==> src/hw/rtl/gpvw_pkg.sv <==
// Package for the gravity point vertex warp block.
// Holds payload structs, table entry layout, command/status structs and codes.
// No dependencies.
`timescale 1ns / 1ps

package gpvw_pkg;

  // Parameter defaults
  localparam int unsigned MAX_POINTS_DEF   = 16;
  localparam int unsigned SINE_ENTRIES_DEF = 1024;

  // Fixed datapath widths, sized for the largest sine table (4096 entries)
  localparam int unsigned IDX_W  = 12;  // sine index
  localparam int unsigned DIV_NW = 48;  // divider dividend / quotient
  localparam int unsigned DIV_DW = 32;  // divider divisor
  localparam int unsigned SQ_W   = 56;  // square root radicand
  localparam int unsigned SQR_W  = 28;  // square root result
  localparam int unsigned ACC_W  = 56;  // displacement accumulators

  // Operating modes
  localparam logic [1:0] MODE_CLEAR = 2'd0;
  localparam logic [1:0] MODE_ADD   = 2'd1;
  localparam logic [1:0] MODE_MAP   = 2'd2;

  // Multiplier operand selects
  localparam logic [3:0] MUL_DXX  = 4'd0;
  localparam logic [3:0] MUL_DYY  = 4'd1;
  localparam logic [3:0] MUL_RR   = 4'd2;
  localparam logic [3:0] MUL_NN   = 4'd3;
  localparam logic [3:0] MUL_P    = 4'd4;
  localparam logic [3:0] MUL_SS   = 4'd5;
  localparam logic [3:0] MUL_CUBE = 4'd6;
  localparam logic [3:0] MUL_MAG  = 4'd7;
  localparam logic [3:0] MUL_AX   = 4'd8;
  localparam logic [3:0] MUL_AY   = 4'd9;

  // Divider operand selects
  localparam logic [1:0] DIV_IDX  = 2'd0;
  localparam logic [1:0] DIV_SINE = 2'd1;
  localparam logic [1:0] DIV_AX   = 2'd2;
  localparam logic [1:0] DIV_AY   = 2'd3;

  // Square root operand selects
  localparam logic SQ_IDX = 1'b0;
  localparam logic SQ_LEN = 1'b1;

  typedef struct packed {
    logic [1:0]         mode;
    logic signed [15:0] x;
    logic signed [15:0] y;
    logic [15:0]        radius;
    logic signed [11:0] force_req;
    logic               invert;
  } gpvw_in_t;

  typedef struct packed {
    logic signed [15:0] out_x;
    logic signed [15:0] out_y;
    logic               status;
    logic [4:0]         points_hit;
  } gpvw_out_t;

  typedef struct packed {
    logic signed [15:0] px;
    logic signed [15:0] py;
    logic [15:0]        rad;
    logic signed [11:0] frc;
    logic               inv;
  } gpvw_entry_t;

  typedef struct packed {
    logic       accept;
    logic       rd_en;
    logic       ld_diff;
    logic       mul_en;
    logic [3:0] mul_sel;
    logic       ld_d2a;
    logic       ld_d2b;
    logic       hit_chk;
    logic       sq_start;
    logic       sq_sel;
    logic       div_start;
    logic [1:0] div_sel;
    logic       ld_idx;
    logic       ld_s;
    logic       ld_sk_cube;
    logic       ld_den;
    logic       ld_sx;
    logic       ld_sy;
    logic       ptr_inc;
    logic       out_load;
  } gpvw_cmd_t;

  typedef struct packed {
    logic map_end;
    logic hit;
    logic zero_d;
    logic k1;
    logic sq_done;
    logic div_done;
  } gpvw_sts_t;

endpackage

==> src/hw/rtl/gpvw_div.sv <==
// Bit-serial restoring divider, one quotient bit per cycle.
// Depends on gpvw_pkg for widths.
`timescale 1ns / 1ps

module gpvw_div (
  input  logic                          clk_i,
  input  logic                          rst_ni,
  input  logic                          start_i,
  input  logic [gpvw_pkg::DIV_NW-1:0]   dividend_i,
  input  logic [gpvw_pkg::DIV_DW-1:0]   divisor_i,
  output logic [gpvw_pkg::DIV_NW-1:0]   quot_o,
  output logic                          done_o
);

  localparam int unsigned NW  = gpvw_pkg::DIV_NW;
  localparam int unsigned DW  = gpvw_pkg::DIV_DW;
  localparam int unsigned CW  = $clog2(NW);
  localparam logic [CW-1:0] LAST = CW'(NW - 1);

  logic            busy_q, busy_d;
  logic            done_q, done_d;
  logic [CW-1:0]   cnt_q, cnt_d;
  logic [NW-1:0]   quo_q, quo_d;
  logic [DW-1:0]   rem_q, rem_d;
  logic [DW-1:0]   dvs_q, dvs_d;
  logic [DW:0]     trial;
  logic            fits;

  // one restoring step
  assign trial = {rem_q, quo_q[NW-1]};
  assign fits  = trial >= {1'b0, dvs_q};

  always_comb begin
    busy_d = busy_q;
    done_d = 1'b0;
    cnt_d  = cnt_q;
    quo_d  = quo_q;
    rem_d  = rem_q;
    dvs_d  = dvs_q;
    if (start_i) begin
      busy_d = 1'b1;
      cnt_d  = '0;
      quo_d  = dividend_i;
      rem_d  = '0;
      dvs_d  = divisor_i;
    end else if (busy_q) begin
      quo_d = {quo_q[NW-2:0], fits};
      rem_d = fits ? DW'(trial - {1'b0, dvs_q}) : trial[DW-1:0];
      cnt_d = cnt_q + 1'b1;
      if (cnt_q == LAST) begin
        busy_d = 1'b0;
        done_d = 1'b1;
      end
    end
  end

  always_ff @(posedge clk_i or negedge rst_ni) begin
    if (!rst_ni) begin
      busy_q <= 1'b0;
      done_q <= 1'b0;
      cnt_q  <= '0;
    end else begin
      busy_q <= busy_d;
      done_q <= done_d;
      cnt_q  <= cnt_d;
    end
  end

  always_ff @(posedge clk_i) begin
    quo_q <= quo_d;
    rem_q <= rem_d;
    dvs_q <= dvs_d;
  end

  assign quot_o = quo_q;
  assign done_o = done_q;

endmodule

==> src/hw/rtl/gpvw_sqrt.sv <==
// Digit-by-digit floor square root, one result bit per cycle.
// Depends on gpvw_pkg for widths.
`timescale 1ns / 1ps

module gpvw_sqrt (
  input  logic                         clk_i,
  input  logic                         rst_ni,
  input  logic                         start_i,
  input  logic [gpvw_pkg::SQ_W-1:0]    radicand_i,
  output logic [gpvw_pkg::SQR_W-1:0]   root_o,
  output logic                         done_o
);

  localparam int unsigned W  = gpvw_pkg::SQ_W;
  localparam int unsigned RW = gpvw_pkg::SQR_W;
  localparam int unsigned CW = $clog2(RW);
  localparam logic [CW-1:0] LAST = CW'(RW - 1);

  logic          busy_q, busy_d;
  logic          done_q, done_d;
  logic [CW-1:0] cnt_q, cnt_d;
  logic [W-1:0]  rad_q, rad_d;
  logic [RW-1:0] root_q, root_d;
  logic [RW+1:0] rem_q, rem_d;
  logic [RW+3:0] cur;
  logic [RW+3:0] trial;
  logic          fits;

  // bring down two bits, try root*4+1
  assign cur   = {rem_q, rad_q[W-1:W-2]};
  assign trial = {2'b00, root_q, 2'b01};
  assign fits  = cur >= trial;

  always_comb begin
    busy_d = busy_q;
    done_d = 1'b0;
    cnt_d  = cnt_q;
    rad_d  = rad_q;
    root_d = root_q;
    rem_d  = rem_q;
    if (start_i) begin
      busy_d = 1'b1;
      cnt_d  = '0;
      rad_d  = radicand_i;
      root_d = '0;
      rem_d  = '0;
    end else if (busy_q) begin
      rad_d  = {rad_q[W-3:0], 2'b00};
      root_d = {root_q[RW-2:0], fits};
      rem_d  = fits ? (RW+2)'(cur - trial) : cur[RW+1:0];
      cnt_d  = cnt_q + 1'b1;
      if (cnt_q == LAST) begin
        busy_d = 1'b0;
        done_d = 1'b1;
      end
    end
  end

  always_ff @(posedge clk_i or negedge rst_ni) begin
    if (!rst_ni) begin
      busy_q <= 1'b0;
      done_q <= 1'b0;
      cnt_q  <= '0;
    end else begin
      busy_q <= busy_d;
      done_q <= done_d;
      cnt_q  <= cnt_d;
    end
  end

  always_ff @(posedge clk_i) begin
    rad_q  <= rad_d;
    root_q <= root_d;
    rem_q  <= rem_d;
  end

  assign root_o = root_q;
  assign done_o = done_q;

endmodule

==> src/hw/rtl/gpvw_dpath.sv <==
// Datapath: point table memory, shared multiplier, divider and square root,
// accumulators and output register. Depends on gpvw_pkg, gpvw_div, gpvw_sqrt.
`timescale 1ns / 1ps

module gpvw_dpath #(
  parameter int unsigned MAX_POINTS   = gpvw_pkg::MAX_POINTS_DEF,
  parameter int unsigned SINE_ENTRIES = gpvw_pkg::SINE_ENTRIES_DEF
) (
  input  logic                 clk_i,
  input  logic                 rst_ni,
  input  gpvw_pkg::gpvw_cmd_t  cmd_i,
  output gpvw_pkg::gpvw_sts_t  sts_o,
  input  gpvw_pkg::gpvw_in_t   in_data_i,
  output gpvw_pkg::gpvw_out_t  out_data_o
);

  localparam int unsigned CNT_W = $clog2(MAX_POINTS + 1);
  localparam int unsigned AW    = (MAX_POINTS > 1) ? $clog2(MAX_POINTS) : 1;
  localparam int unsigned ACC_W = gpvw_pkg::ACC_W;
  localparam int unsigned IDX_W = gpvw_pkg::IDX_W;
  localparam logic [CNT_W-1:0] CNT_MAX = CNT_W'(MAX_POINTS);
  localparam logic [31:0] NN  = 32'(SINE_ENTRIES * SINE_ENTRIES);
  localparam logic [31:0] K5  = 32'(5 * SINE_ENTRIES * SINE_ENTRIES);
  localparam logic [31:0] NE  = 32'(SINE_ENTRIES);
  localparam logic signed [ACC_W-1:0] SAT_HI = ACC_W'(32767);
  localparam logic signed [ACC_W-1:0] SAT_LO = -ACC_W'(32768);

  // point table
  gpvw_pkg::gpvw_entry_t mem [MAX_POINTS];
  gpvw_pkg::gpvw_entry_t ent_q;
  gpvw_pkg::gpvw_entry_t wr_ent;

  logic [CNT_W-1:0] count_q, ptr_q;
  logic [4:0]       hits_q;
  logic             res_map_q, res_status_q;
  logic signed [15:0] vx_q, vy_q;
  logic signed [ACC_W-1:0] accx_q, accy_q;
  logic signed [16:0] dx_q, dy_q;
  logic [15:0]      adx, ady;
  logic [33:0]      d2_q;
  logic             k1_q;
  logic [IDX_W-1:0] idx_q;
  logic [16:0]      s_q, sk_q;
  logic [31:0]      den_q;
  logic [28:0]      mag_q;
  logic [11:0]      afrc;
  logic [63:0]      mul_q;
  logic [31:0]      mul_a, mul_b;
  logic             full;

  gpvw_pkg::gpvw_out_t out_q;

  // divider and square root operands
  logic                        div_done, sq_done;
  logic [gpvw_pkg::DIV_NW-1:0] div_n, quot;
  logic [gpvw_pkg::DIV_DW-1:0] div_d;
  logic [gpvw_pkg::SQ_W-1:0]   sq_in;
  logic [gpvw_pkg::SQR_W-1:0]  root;
  logic [31:0]                 den_new;
  logic                        neg_x, neg_y;
  logic signed [ACC_W-1:0]     q_ext, sum_x, sum_y;

  assign full = count_q >= CNT_MAX;
  assign wr_ent.px  = in_data_i.x;
  assign wr_ent.py  = in_data_i.y;
  assign wr_ent.rad = in_data_i.radius;
  assign wr_ent.frc = in_data_i.force_req;
  assign wr_ent.inv = in_data_i.invert;

  // table write on add, registered read for map
  always_ff @(posedge clk_i) begin
    if (cmd_i.accept && in_data_i.mode == gpvw_pkg::MODE_ADD && !full) begin
      mem[count_q[AW-1:0]] <= wr_ent;
    end
    if (cmd_i.rd_en) begin
      ent_q <= mem[ptr_q[AW-1:0]];
    end
  end

  // control counters
  always_ff @(posedge clk_i or negedge rst_ni) begin
    if (!rst_ni) begin
      count_q <= '0;
      ptr_q   <= '0;
      hits_q  <= '0;
    end else begin
      if (cmd_i.accept) begin
        ptr_q  <= '0;
        hits_q <= '0;
        if (in_data_i.mode == gpvw_pkg::MODE_CLEAR) begin
          count_q <= '0;
        end else if (in_data_i.mode == gpvw_pkg::MODE_ADD && !full) begin
          count_q <= count_q + 1'b1;
        end
      end
      if (cmd_i.ptr_inc) begin
        ptr_q <= ptr_q + 1'b1;
      end
      if (cmd_i.hit_chk && sts_o.hit && hits_q != 5'd31) begin
        hits_q <= hits_q + 5'd1;
      end
    end
  end

  assign adx  = dx_q[16] ? 16'(-dx_q) : dx_q[15:0];
  assign ady  = dy_q[16] ? 16'(-dy_q) : dy_q[15:0];
  assign afrc = ent_q.frc[11] ? 12'(-ent_q.frc) : ent_q.frc;

  // shared multiplier operand select
  always_comb begin
    case (cmd_i.mul_sel)
      gpvw_pkg::MUL_DXX:  begin mul_a = 32'(adx);           mul_b = 32'(adx);   end
      gpvw_pkg::MUL_DYY:  begin mul_a = 32'(ady);           mul_b = 32'(ady);   end
      gpvw_pkg::MUL_RR:   begin mul_a = 32'(ent_q.rad);     mul_b = 32'(ent_q.rad); end
      gpvw_pkg::MUL_NN:   begin mul_a = d2_q[31:0];         mul_b = NN;         end
      gpvw_pkg::MUL_P:    begin mul_a = 32'(idx_q);         mul_b = NE - 32'(idx_q); end
      gpvw_pkg::MUL_SS:   begin mul_a = 32'(s_q);           mul_b = 32'(s_q);   end
      gpvw_pkg::MUL_CUBE: begin mul_a = mul_q[47:16];       mul_b = 32'(s_q);   end
      gpvw_pkg::MUL_MAG:  begin mul_a = 32'(afrc);          mul_b = 32'(sk_q);  end
      gpvw_pkg::MUL_AX:   begin mul_a = 32'(mag_q);         mul_b = 32'(adx);   end
      gpvw_pkg::MUL_AY:   begin mul_a = 32'(mag_q);         mul_b = 32'(ady);   end
      default:            begin mul_a = '0;                 mul_b = '0;         end
    endcase
  end

  always_ff @(posedge clk_i) begin
    if (cmd_i.mul_en) begin
      mul_q <= mul_a * mul_b;
    end
  end

  // divider operand select
  always_comb begin
    case (cmd_i.div_sel)
      gpvw_pkg::DIV_IDX: begin
        div_n = gpvw_pkg::DIV_NW'(root);
        div_d = 32'(ent_q.rad);
      end
      gpvw_pkg::DIV_SINE: begin
        div_n = {mul_q[27:0], 20'b0};
        div_d = K5 - {mul_q[29:0], 2'b00};
      end
      default: begin
        div_n = mul_q[47:0];
        div_d = den_q;
      end
    endcase
  end

  assign sq_in = (cmd_i.sq_sel == gpvw_pkg::SQ_LEN) ? {8'b0, d2_q[31:0], 16'b0}
                                                    : mul_q[55:0];

  gpvw_div u_div (
    .clk_i      (clk_i),
    .rst_ni     (rst_ni),
    .start_i    (cmd_i.div_start),
    .dividend_i (div_n),
    .divisor_i  (div_d),
    .quot_o     (quot),
    .done_o     (div_done)
  );

  gpvw_sqrt u_sqrt (
    .clk_i      (clk_i),
    .rst_ni     (rst_ni),
    .start_i    (cmd_i.sq_start),
    .radicand_i (sq_in),
    .root_o     (root),
    .done_o     (sq_done)
  );

  assign den_new = {root[23:0], 8'b0};
  assign q_ext   = $signed({8'b0, quot});
  // shift sign: force sign, axis sign and invert flag combine
  assign neg_x   = ent_q.frc[11] ^ dx_q[16] ^ ent_q.inv;
  assign neg_y   = ent_q.frc[11] ^ dy_q[16] ^ ent_q.inv;

  // per-point registers
  always_ff @(posedge clk_i) begin
    if (cmd_i.accept) begin
      vx_q         <= in_data_i.x;
      vy_q         <= in_data_i.y;
      accx_q       <= '0;
      accy_q       <= '0;
      res_map_q    <= in_data_i.mode == gpvw_pkg::MODE_MAP;
      res_status_q <= in_data_i.mode == gpvw_pkg::MODE_ADD && full;
    end
    if (cmd_i.ld_diff) begin
      dx_q <= 17'(vx_q) - 17'(ent_q.px);
      dy_q <= 17'(vy_q) - 17'(ent_q.py);
    end
    if (cmd_i.ld_d2a) d2_q <= 34'(mul_q[32:0]);
    if (cmd_i.ld_d2b) d2_q <= d2_q + 34'(mul_q[32:0]);
    if (cmd_i.hit_chk) k1_q <= {d2_q, 2'b00} < {4'b0, mul_q[31:0]};
    if (cmd_i.ld_idx) idx_q <= quot[IDX_W-1:0];
    if (cmd_i.ld_s) begin
      s_q  <= quot[16:0];
      sk_q <= quot[16:0];
    end
    if (cmd_i.ld_sk_cube) sk_q <= mul_q[32:16];
    if (cmd_i.ld_den) begin
      den_q <= den_new;
      mag_q <= (ent_q.inv && {3'b0, mul_q[28:0]} > den_new) ? den_new[28:0] : mul_q[28:0];
    end
    if (cmd_i.ld_sx) accx_q <= neg_x ? accx_q - q_ext : accx_q + q_ext;
    if (cmd_i.ld_sy) accy_q <= neg_y ? accy_q - q_ext : accy_q + q_ext;
  end

  // saturated result
  assign sum_x = ACC_W'(vx_q) + accx_q;
  assign sum_y = ACC_W'(vy_q) + accy_q;

  always_ff @(posedge clk_i) begin
    if (cmd_i.out_load) begin
      out_q.status     <= res_status_q;
      out_q.points_hit <= res_map_q ? hits_q : 5'd0;
      if (!res_map_q) begin
        out_q.out_x <= '0;
        out_q.out_y <= '0;
      end else begin
        out_q.out_x <= (sum_x > SAT_HI) ? 16'sd32767 :
                       (sum_x < SAT_LO) ? -16'sd32768 : sum_x[15:0];
        out_q.out_y <= (sum_y > SAT_HI) ? 16'sd32767 :
                       (sum_y < SAT_LO) ? -16'sd32768 : sum_y[15:0];
      end
    end
  end

  assign out_data_o     = out_q;
  assign sts_o.map_end  = ptr_q >= count_q;
  assign sts_o.hit      = d2_q < {2'b00, mul_q[31:0]};
  assign sts_o.zero_d   = d2_q == '0;
  assign sts_o.k1       = k1_q;
  assign sts_o.sq_done  = sq_done;
  assign sts_o.div_done = div_done;

endmodule

==> src/hw/rtl/gpvw_ctrl.sv <==
// Controller: sequences clear, add and map transactions over the datapath.
// Depends on gpvw_pkg.
`timescale 1ns / 1ps

module gpvw_ctrl (
  input  logic                 clk_i,
  input  logic                 rst_ni,
  input  logic                 in_valid_i,
  output logic                 in_stall_o,
  input  logic [1:0]           in_mode_i,
  output logic                 out_valid_o,
  input  logic                 out_stall_i,
  input  gpvw_pkg::gpvw_sts_t  sts_i,
  output gpvw_pkg::gpvw_cmd_t  cmd_o
);

  localparam logic [4:0] S_IDLE  = 5'd0;
  localparam logic [4:0] S_RD    = 5'd1;
  localparam logic [4:0] S_DIFF  = 5'd2;
  localparam logic [4:0] S_SQX   = 5'd3;
  localparam logic [4:0] S_SQY   = 5'd4;
  localparam logic [4:0] S_R2    = 5'd5;
  localparam logic [4:0] S_HIT   = 5'd6;
  localparam logic [4:0] S_SQ1   = 5'd7;
  localparam logic [4:0] S_SQ1W  = 5'd8;
  localparam logic [4:0] S_DIV1W = 5'd9;
  localparam logic [4:0] S_P     = 5'd10;
  localparam logic [4:0] S_SDIV  = 5'd11;
  localparam logic [4:0] S_SDIVW = 5'd12;
  localparam logic [4:0] S_C1    = 5'd13;
  localparam logic [4:0] S_C2    = 5'd14;
  localparam logic [4:0] S_C3    = 5'd15;
  localparam logic [4:0] S_MAG   = 5'd16;
  localparam logic [4:0] S_SQ2W  = 5'd17;
  localparam logic [4:0] S_AX    = 5'd18;
  localparam logic [4:0] S_AXD   = 5'd19;
  localparam logic [4:0] S_AXW   = 5'd20;
  localparam logic [4:0] S_AY    = 5'd21;
  localparam logic [4:0] S_AYD   = 5'd22;
  localparam logic [4:0] S_AYW   = 5'd23;
  localparam logic [4:0] S_DONE  = 5'd24;

  logic [4:0] state_q, state_d;
  logic       ovalid_q, ovalid_d;
  logic       out_free;

  assign out_free   = !ovalid_q || !out_stall_i;
  assign in_stall_o = state_q != S_IDLE;

  // next state and commands
  always_comb begin
    state_d = state_q;
    cmd_o   = '0;
    unique case (state_q)
      S_IDLE: begin
        if (in_valid_i) begin
          cmd_o.accept = 1'b1;
          state_d = (in_mode_i == gpvw_pkg::MODE_MAP) ? S_RD : S_DONE;
        end
      end
      S_RD: begin
        if (sts_i.map_end) begin
          state_d = S_DONE;
        end else begin
          cmd_o.rd_en = 1'b1;
          state_d = S_DIFF;
        end
      end
      S_DIFF: begin
        cmd_o.ld_diff = 1'b1;
        state_d = S_SQX;
      end
      S_SQX: begin
        cmd_o.mul_en  = 1'b1;
        cmd_o.mul_sel = gpvw_pkg::MUL_DXX;
        state_d = S_SQY;
      end
      S_SQY: begin
        cmd_o.mul_en  = 1'b1;
        cmd_o.mul_sel = gpvw_pkg::MUL_DYY;
        cmd_o.ld_d2a  = 1'b1;
        state_d = S_R2;
      end
      S_R2: begin
        cmd_o.mul_en  = 1'b1;
        cmd_o.mul_sel = gpvw_pkg::MUL_RR;
        cmd_o.ld_d2b  = 1'b1;
        state_d = S_HIT;
      end
      S_HIT: begin
        cmd_o.hit_chk = 1'b1;
        cmd_o.mul_en  = 1'b1;
        cmd_o.mul_sel = gpvw_pkg::MUL_NN;
        if (sts_i.hit && !sts_i.zero_d) begin
          state_d = S_SQ1;
        end else begin
          cmd_o.ptr_inc = 1'b1;
          state_d = S_RD;
        end
      end
      S_SQ1: begin
        cmd_o.sq_start = 1'b1;
        cmd_o.sq_sel   = gpvw_pkg::SQ_IDX;
        state_d = S_SQ1W;
      end
      S_SQ1W: begin
        if (sts_i.sq_done) begin
          cmd_o.div_start = 1'b1;
          cmd_o.div_sel   = gpvw_pkg::DIV_IDX;
          state_d = S_DIV1W;
        end
      end
      S_DIV1W: begin
        if (sts_i.div_done) begin
          cmd_o.ld_idx = 1'b1;
          state_d = S_P;
        end
      end
      S_P: begin
        cmd_o.mul_en  = 1'b1;
        cmd_o.mul_sel = gpvw_pkg::MUL_P;
        state_d = S_SDIV;
      end
      S_SDIV: begin
        cmd_o.div_start = 1'b1;
        cmd_o.div_sel   = gpvw_pkg::DIV_SINE;
        state_d = S_SDIVW;
      end
      S_SDIVW: begin
        if (sts_i.div_done) begin
          cmd_o.ld_s = 1'b1;
          state_d = sts_i.k1 ? S_MAG : S_C1;
        end
      end
      S_C1: begin
        cmd_o.mul_en  = 1'b1;
        cmd_o.mul_sel = gpvw_pkg::MUL_SS;
        state_d = S_C2;
      end
      S_C2: begin
        cmd_o.mul_en  = 1'b1;
        cmd_o.mul_sel = gpvw_pkg::MUL_CUBE;
        state_d = S_C3;
      end
      S_C3: begin
        cmd_o.ld_sk_cube = 1'b1;
        state_d = S_MAG;
      end
      S_MAG: begin
        cmd_o.mul_en   = 1'b1;
        cmd_o.mul_sel  = gpvw_pkg::MUL_MAG;
        cmd_o.sq_start = 1'b1;
        cmd_o.sq_sel   = gpvw_pkg::SQ_LEN;
        state_d = S_SQ2W;
      end
      S_SQ2W: begin
        if (sts_i.sq_done) begin
          cmd_o.ld_den = 1'b1;
          state_d = S_AX;
        end
      end
      S_AX: begin
        cmd_o.mul_en  = 1'b1;
        cmd_o.mul_sel = gpvw_pkg::MUL_AX;
        state_d = S_AXD;
      end
      S_AXD: begin
        cmd_o.div_start = 1'b1;
        cmd_o.div_sel   = gpvw_pkg::DIV_AX;
        state_d = S_AXW;
      end
      S_AXW: begin
        if (sts_i.div_done) begin
          cmd_o.ld_sx = 1'b1;
          state_d = S_AY;
        end
      end
      S_AY: begin
        cmd_o.mul_en  = 1'b1;
        cmd_o.mul_sel = gpvw_pkg::MUL_AY;
        state_d = S_AYD;
      end
      S_AYD: begin
        cmd_o.div_start = 1'b1;
        cmd_o.div_sel   = gpvw_pkg::DIV_AY;
        state_d = S_AYW;
      end
      S_AYW: begin
        if (sts_i.div_done) begin
          cmd_o.ld_sy   = 1'b1;
          cmd_o.ptr_inc = 1'b1;
          state_d = S_RD;
        end
      end
      S_DONE: begin
        if (out_free) begin
          cmd_o.out_load = 1'b1;
          state_d = S_IDLE;
        end
      end
      default: begin
        state_d = S_IDLE;
      end
    endcase
  end

  // output valid flag
  always_comb begin
    ovalid_d = ovalid_q;
    if (cmd_o.out_load) begin
      ovalid_d = 1'b1;
    end else if (!out_stall_i) begin
      ovalid_d = 1'b0;
    end
  end

  always_ff @(posedge clk_i or negedge rst_ni) begin
    if (!rst_ni) begin
      state_q  <= S_IDLE;
      ovalid_q <= 1'b0;
    end else begin
      state_q  <= state_d;
      ovalid_q <= ovalid_d;
    end
  end

  assign out_valid_o = ovalid_q;

endmodule

==> src/hw/rtl/gravity_point_vertex_warp.sv <==
// Top level of the gravity point vertex warp block.
// Depends on gpvw_pkg, gpvw_ctrl and gpvw_dpath.
`timescale 1ns / 1ps

// A clear or add transaction goes from idle to the done state, where its
// result loads into the output register once that register is free. The next
// transaction can be accepted in the cycle after the result loads. A map
// transaction walks the stored points one at a time. A point that misses the
// vertex, or sits on it, passes only the read, difference, square and hit
// check states. A hit skips the sine cubing states when the sine is not cubed.
// Most of a hit is the bit-serial square root (two passes per hit) and the
// bit-serial divider (four passes per hit: sine index, sine value, x shift and
// y shift). One transaction is in work at a time. The result register lets the
// next transaction be accepted while the previous result still waits.
module gravity_point_vertex_warp #(
  parameter int unsigned MAX_POINTS   = gpvw_pkg::MAX_POINTS_DEF,
  parameter int unsigned SINE_ENTRIES = gpvw_pkg::SINE_ENTRIES_DEF
) (
  input  logic                 clk_i,
  input  logic                 rst_ni,
  input  logic                 in_valid_i,
  output logic                 in_stall_o,
  input  gpvw_pkg::gpvw_in_t   in_data_i,
  output logic                 out_valid_o,
  input  logic                 out_stall_i,
  output gpvw_pkg::gpvw_out_t  out_data_o
);

  gpvw_pkg::gpvw_cmd_t cmd;
  gpvw_pkg::gpvw_sts_t sts;

  gpvw_ctrl u_ctrl (
    .clk_i       (clk_i),
    .rst_ni      (rst_ni),
    .in_valid_i  (in_valid_i),
    .in_stall_o  (in_stall_o),
    .in_mode_i   (in_data_i.mode),
    .out_valid_o (out_valid_o),
    .out_stall_i (out_stall_i),
    .sts_i       (sts),
    .cmd_o       (cmd)
  );

  gpvw_dpath #(
    .MAX_POINTS   (MAX_POINTS),
    .SINE_ENTRIES (SINE_ENTRIES)
  ) u_dpath (
    .clk_i      (clk_i),
    .rst_ni     (rst_ni),
    .cmd_i      (cmd),
    .sts_o      (sts),
    .in_data_i  (in_data_i),
    .out_data_o (out_data_o)
  );

endmodule
==> config.mk <==
export PLATFORM = sky130hd
export DESIGN_NAME = gravity_point_vertex_warp
export DESIGN_NICKNAME = d
export VERILOG_FILES = /design/src/hw/rtl/gpvw_pkg.sv /design/src/hw/rtl/gpvw_div.sv /design/src/hw/rtl/gpvw_sqrt.sv /design/src/hw/rtl/gpvw_dpath.sv /design/src/hw/rtl/gpvw_ctrl.sv /design/src/hw/rtl/gravity_point_vertex_warp.sv
export SDC_FILE = /design/constraint.sdc
export NUM_CORES = 2
export LEC_CHECK = 0
export BUFFER_PORTS_ARGS = -buffer_cell sky130_fd_sc_hd__buf_2
export CORE_UTILIZATION = 40
export CTS_CLUSTER_DIAMETER = 120
export DETAILED_ROUTE_END_ITERATION = 10
export PLACE_DENSITY = 0.57
export SYNTH_ARGS = -nofsm -noshare
export SYNTH_HDL_FRONTEND = slang
export SYNTH_SLANG_ARGS = --single-unit
export TNS_END_PERCENT = 20
==> constraint.sdc <==
create_clock -name clk_i -period 30.1 [get_ports clk_i]
set_input_delay 4.515 -clock clk_i [delete_from_list [all_inputs] [get_ports clk_i]]
set_output_delay 4.515 -clock clk_i [all_outputs]
set_load 0.05 [all_outputs]
# Yosys cells after proc, flatten, opt, wreduce, memory -nomap -nowiden
# Memory sizes are Yosys's and may differ from the RTL's. A register that Yosys moved wholly into a read port is not among the register bits.
# Cells that the tools add are included.
# op_classes
addsub	21
multipliers	1
div_mod_pow	0
n_lt_le_gt_ge	11
n_eq_ne	48
n_shift	0
n_mux	91
n_bitwise	5
reduce_logical	36
# op_table
op	n
$mux 56	8
$pmux 32 s9	1
$pmux 32 s7	1
$pmux 5 s25	1
$add 16x56->56	2
$add 56x49->56	2
$gt 56x16->1 const B	2
$lt 56x16->1 const B	2
$sub 56x49->56	2
$mux 48	2
$pmux 48 s2	1
$mux 5	18
$mux 34	2
$mux 16	4
$pmux 32 s2	1
$mul 32x32->56	1
$eq 5x5->1 const B	10
$pmux 5 s10	1
$eq 5x4->1 const B	8
$lt 36x32->1	1
$mux 1	35
$add 34x33->34	1
$logic_not 34->1	1
$lt 34x32->1	1
52 further kinds	105
# totals
ff_bits	670
latch_bits	0
mem_bits_rw	976
rom_bits	0
in_bits	67
out_inout_bits	40
word_cells	254
memories	1
# mem_list
memory	depth	word_bits	rd	rd_clocked_by_memory_dff	write_ports	line	rtl
u_dpath.mem	16	61	1	1	1	gpvw_dpath.sv:29	gpvw_pkg::gpvw_entry_t mem [MAX_POINTS];

# Logic depth before layout (Yosys ltp)
# depth
ltp_word	6
mapped_depth	48

# Hierarchy
# Synthesis repeated with hierarchy kept, for this count alone.
# hier_totals
hier_cells	10348
hier_area_um2	119230.6
# modules_own_cells
module	n_inst	cells_each	area_each_um2
gpvw_dpath	1	8872	104659.1
gpvw_sqrt	1	697	6864.1
gpvw_div	1	622	6721.4
gpvw_ctrl	1	157	985.9

# Worst setup path before layout
# OpenSTA, ideal clock, no wires.
# synth_timing
kind	reg-to-reg
from	register u_ctrl.state_q[2]
to	register u_dpath.mul_q[53] (data pin)
setup_ns	0.270
t_arrival_ns	10.770
path_slack_ns	19.059
path_stages_with_launch	43
path_buffers	3
period_less_slack_ns	11.041
path_cell_list	dfrtp_1 -> clkbuf_1 -> inv_1 -> nand2_1 -> o21a_1 -> o32ai_1 -> clkbuf_1 -> o22ai_1 -> a21oi_1 -> nor2_1 -> a2111oi_0 -> clkbuf_1 -> nor2_1 -> fa_1 -> fa_1 -> fa_1 -> inv_1 -> fa_1 -> [... 7 more ...] -> fa_1 -> inv_1 -> ha_1 -> and4_1 -> a311o_1 -> o22ai_1 -> o31ai_1 -> o31ai_1 -> a211oi_1 -> o21ai_0 -> nand2b_1 -> a31o_2 -> a2111oi_0 -> nor3_1 -> a21o_1 -> nand3_1 -> mux2i_1 -> a221oi_1
# synth_between
elab_chain_len	6
elab_cells_between_ends	28
classes_between	mul (1); eq/ne (19); mux (3); reduce/logical (5)
# synth_lines
element	line	rtl
start: declaration	gpvw_ctrl.sv:43	logic [4:0] state_q, state_d;
start signal: assignment	gpvw_ctrl.sv:222	state_q <= state_d;
$eq 5x5->1 (tied with other cells)	gpvw_ctrl.sv:54	unique case (state_q)
$pmux 5 s10 *	gpvw_ctrl.sv:54	
$eq 4x4->1 (tied with other cells)	gpvw_dpath.sv:111	case (cmd_i.mul_sel)
$reduce_or 2->1 (no line)	n/a	
$pmux 32 s9 or $pmux 32 s7 (tied branches)	gpvw_dpath.sv:111	
$mul 32x32->56 *	gpvw_dpath.sv:128	mul_q <= mul_a * mul_b;
end signal: assignment	gpvw_dpath.sv:128	
end: declaration	gpvw_dpath.sv:47	logic [63:0] mul_q;
# Mark *: on every way between the ends. The rest lies on a longest branch, timed or not.
# A chain may end at the register's enable or synchronous reset.

# Worst setup path in the final report
# layout_timing
from	register u_ctrl.state_q[1]
to	register u_dpath.mul_q[53] (data pin)
# Same word-level chain as after synthesis.

==> metrics <==
r2r endpoint u_dpath.mul_q[53]$_DFFE_PN_; met3 wire length 29780 um; wl on met1 between 150000 and 200000 um; Max Fanout on Critical Path 22; max-slew violation count 2; Worst R2R Path Depth 39; Distinct cells, synth 93; Hold Path Depth 2; layout cells sized above 1 0.09674; Syn. warnings 0; final setup vio count 0; min cycle time layout 13600 ps; worst r2r src u_ctrl.state_q[1]$_DFFE_PN0P_; DR top layer met5; drt wl/cell 25.92 um; Critical-path top delay cell dfrtp_1; DR vias/cell 5.663; mean post-synth cell area 11.65 um2; CP top delay family adder cells; global-route wire length before repair ~530000 um; fraction of registers with async set/reset 0.02109; Hold/Removal Path Class register to register; clock tree from TritonCTS yes; # DRC 0; Register Area 0.05020 mm2; GRT Resource Usage Total 0.2464; DIE AREA 0.2907 mm2; vias in the first global route around 79000; Max stage delay on crit path 870 ps; Tcrit/Tclk final 0.4518; GP Congestion 0.9848; CORE AREA 0.2859 mm2; Worst-Skew Late Latency ~900 ps; Fin Setup TNS 0 ps; Synth Flop Type edfxtp_1; Final Hold Viols 0; initial antenna violation count 48; Post-CTS Setup Bufs 0; Final Skew 91.93 ps; top cell type's share of synthesized area 0.4114; RSZ-0062 raised after global routing false; Nets 11570; DRT iter0 DRCs 8307; Register-to-Register Setup Slack 16500 ps; commonest cells in the netlist edfxtp_1, inv_1, nor2_1, fa_1, nand2_1; mapped cell area 0.1154 mm2; Bufs and invs on worst path 5; port bufs roughly 110; cts hold-fix bufs 0; Post-Route WL 361900 um; top-count cell post-synth edfxtp_1; metal2 WL 164500 um; startpoint types register; post-synth top area cell edfxtp_1; H-tree Lvls 4; CP arrival 14160 ps; Slew headroom -0.09303; starting density of the core 0.4036; Setup CP Type register to register; area grow syn2layout 10.20%; Clock transition at path regs 60 ps; violated checks max-capacitance violations, max-slew violations; Pre-Repair DR Iteration Count 8; Gates resized, CTS repair 0; Vias 79070; Clock Tree Root clkbuf_16; # IOs 107; die height ~540 um; Seq/Total Area, Yosys 0.4348; Yosys reg bits 1707; clock sink total 1707; maximum clock frequency 0.07354 GHz; Post-synth EDFFs 1581; synth top area cells edfxtp_1, fa_1, ha_1; Die Wd 539.1 um; max_cap viols 1; hold_sp u_dpath.u_sqrt.rem_q[29]$_SDFFE_PN0P_; Detailed Place HPWL 262500 um; Worst Path Required slightly above 30000 ps; Worst Tran Pin Value 1622 ps; fillers 26350; post-route ant nets 0; pin count of the biggest net entering global routing 153; Num CTS Buffers roughly 190; Post-Syn Instances 9905; grt ovf 0; worst hold endpoint u_dpath.u_sqrt.rem_q[29]$_SDFFE_PN0P_; Setup crit end kind register; Rows 196; run status complete, but fails checks; clk buf depth 4; multi-input combinational cell area 0.06005 mm2
-- kinds of logic after synthesis --
logic type                 Yosys count  synth area share
AOI/OAI and AO/OA                 1796            0.1013
xor gates and xnor gates           541           0.04106
adders and majority gates         1452            0.2075
buffers and inverters             1570           0.05116
DFF                               1707            0.4348
muxes                              411           0.06892
other                                2        0.00006508
and+or+nand+nor                   2426           0.09522
-- how the worst max path moves through the flow --
stage	startpoint	to	slack [ps]	depth (start not counted)
2_1_floorplan	u_ctrl.state_q[2]$_DFFE_PN0P_	u_dpath.mul_q[53]$_DFFE_PN_	19060	42
6_report	u_ctrl.state_q[1]$_DFFE_PN0P_	u_dpath.mul_q[53]$_DFFE_PN_	16500	39
3_5_place_dp	u_ctrl.state_q[1]$_DFFE_PN0P_	u_dpath.mul_q[53]$_DFFE_PN_	16650	39
5_1_grt	u_ctrl.state_q[1]$_DFFE_PN0P_	u_dpath.mul_q[53]$_DFFE_PN_	15660	40
3_3_place_gp	u_ctrl.state_q[1]$_DFFE_PN0P_	u_dpath.mul_q[53]$_DFFE_PN_	16810	39
4_1_cts	u_ctrl.state_q[1]$_DFFE_PN0P_	u_dpath.mul_q[53]$_DFFE_PN_	16510	39
-- metrics by stage --
stage	hold WS [ps]	setup WS, ps	instances	util	cell area [um2]
final	489.9	16500	13960	0.4447	127200
after global routing	512.5	15660	13960	0.4447	127200
after CTS	488.8	16510	13950	0.4447	127100
after detailed placement	476.8	16650	13620	0.4235	121100
after global placement	456.9	16810	13620	0.4235	121100
after floorplan	400.3	19060	10000	-	115800
-- per-layer routing --
metal,GRT usage,vias up
met5,0,-
met4,0.08165,46
met3,0.05133,616
met2,0.3895,3060
met1,0.3375,40100
li1,-,35250
-- cell usage in the layout, fill, tap and decap left out, types with 38 or more instances in the layout --
cell / count
nand3_1: 95
nor2_1: 883
o21a_1: 55
fa_1: 770
nand2b_1: 102
a21oi_1: 452
a22oi_1: 46
and2_1: 73
o21ai_0: 416
edfxtp_1: 1581
nand4_1: 83
a211oi_1: 77
nor3_1: 110
nor2b_1: 75
mux4_2: 305
xor2_1: 222
conb_1: 101
nand2_1: 735
clkbuf_1: 42
buf_4: 170
buf_2: 106
a21o_1: 246
o21bai_1: 55
ha_1: 680
mux2i_1: 87
a31oi_1: 47
dfxtp_1: 90
inv_1: 1147
clkbuf_16: 191
xnor2_1: 315
nor4_1: 38
and3_1: 46
-- worst register-to-register path, delay by kind of cell, from the launching register on --
kind / cells / cell delay, ps
simple gates: 10 / 3560
mux: 1 / 190
flops: 1 / 870
buf+inv: 5 / 480
fa+ha+maj: 10 / 4300
compound gates: 13 / 3900
-- cell type report --
type                       instances  area share
tap                             3762     0.03701
inverter                        1149     0.03391
sequential                      1707      0.3947
clock buffer                     235     0.03904
timing repair buffer             277     0.01436
multi-input combinational       6727      0.4722
antenna                            8   0.0001574
clock inverter                    97    0.008540
-- sequential cells by signal, indices dropped and copies added, names as in the netlist, 6 cells and up --
register	flops
u_dpath.accx_q	56
u_dpath.accy_q	56
u_dpath.d2_q	34
u_dpath.den_q	24
u_dpath.dx_q	17
u_dpath.dy_q	17
u_dpath.ent_q	61
u_dpath.idx_q	12
u_dpath.mag_q	29
u_dpath.mem	976
u_dpath.mul_q	56
u_dpath.out_data_o	38
u_dpath.s_q	17
u_dpath.sk_q	17
u_dpath.u_div.cnt_q	6
u_dpath.u_div.dvs_q	32
u_dpath.u_div.quot_o	48
u_dpath.u_div.rem_q	32
u_dpath.u_sqrt.rad_q	56
u_dpath.u_sqrt.rem_q	30
u_dpath.u_sqrt.root_o	28
u_dpath.vx_q	16
u_dpath.vy_q	16
Power is left out: the tool's default activity adds up to more than one toggle a clock period on the data nets, which glitch-free logic cannot reach.
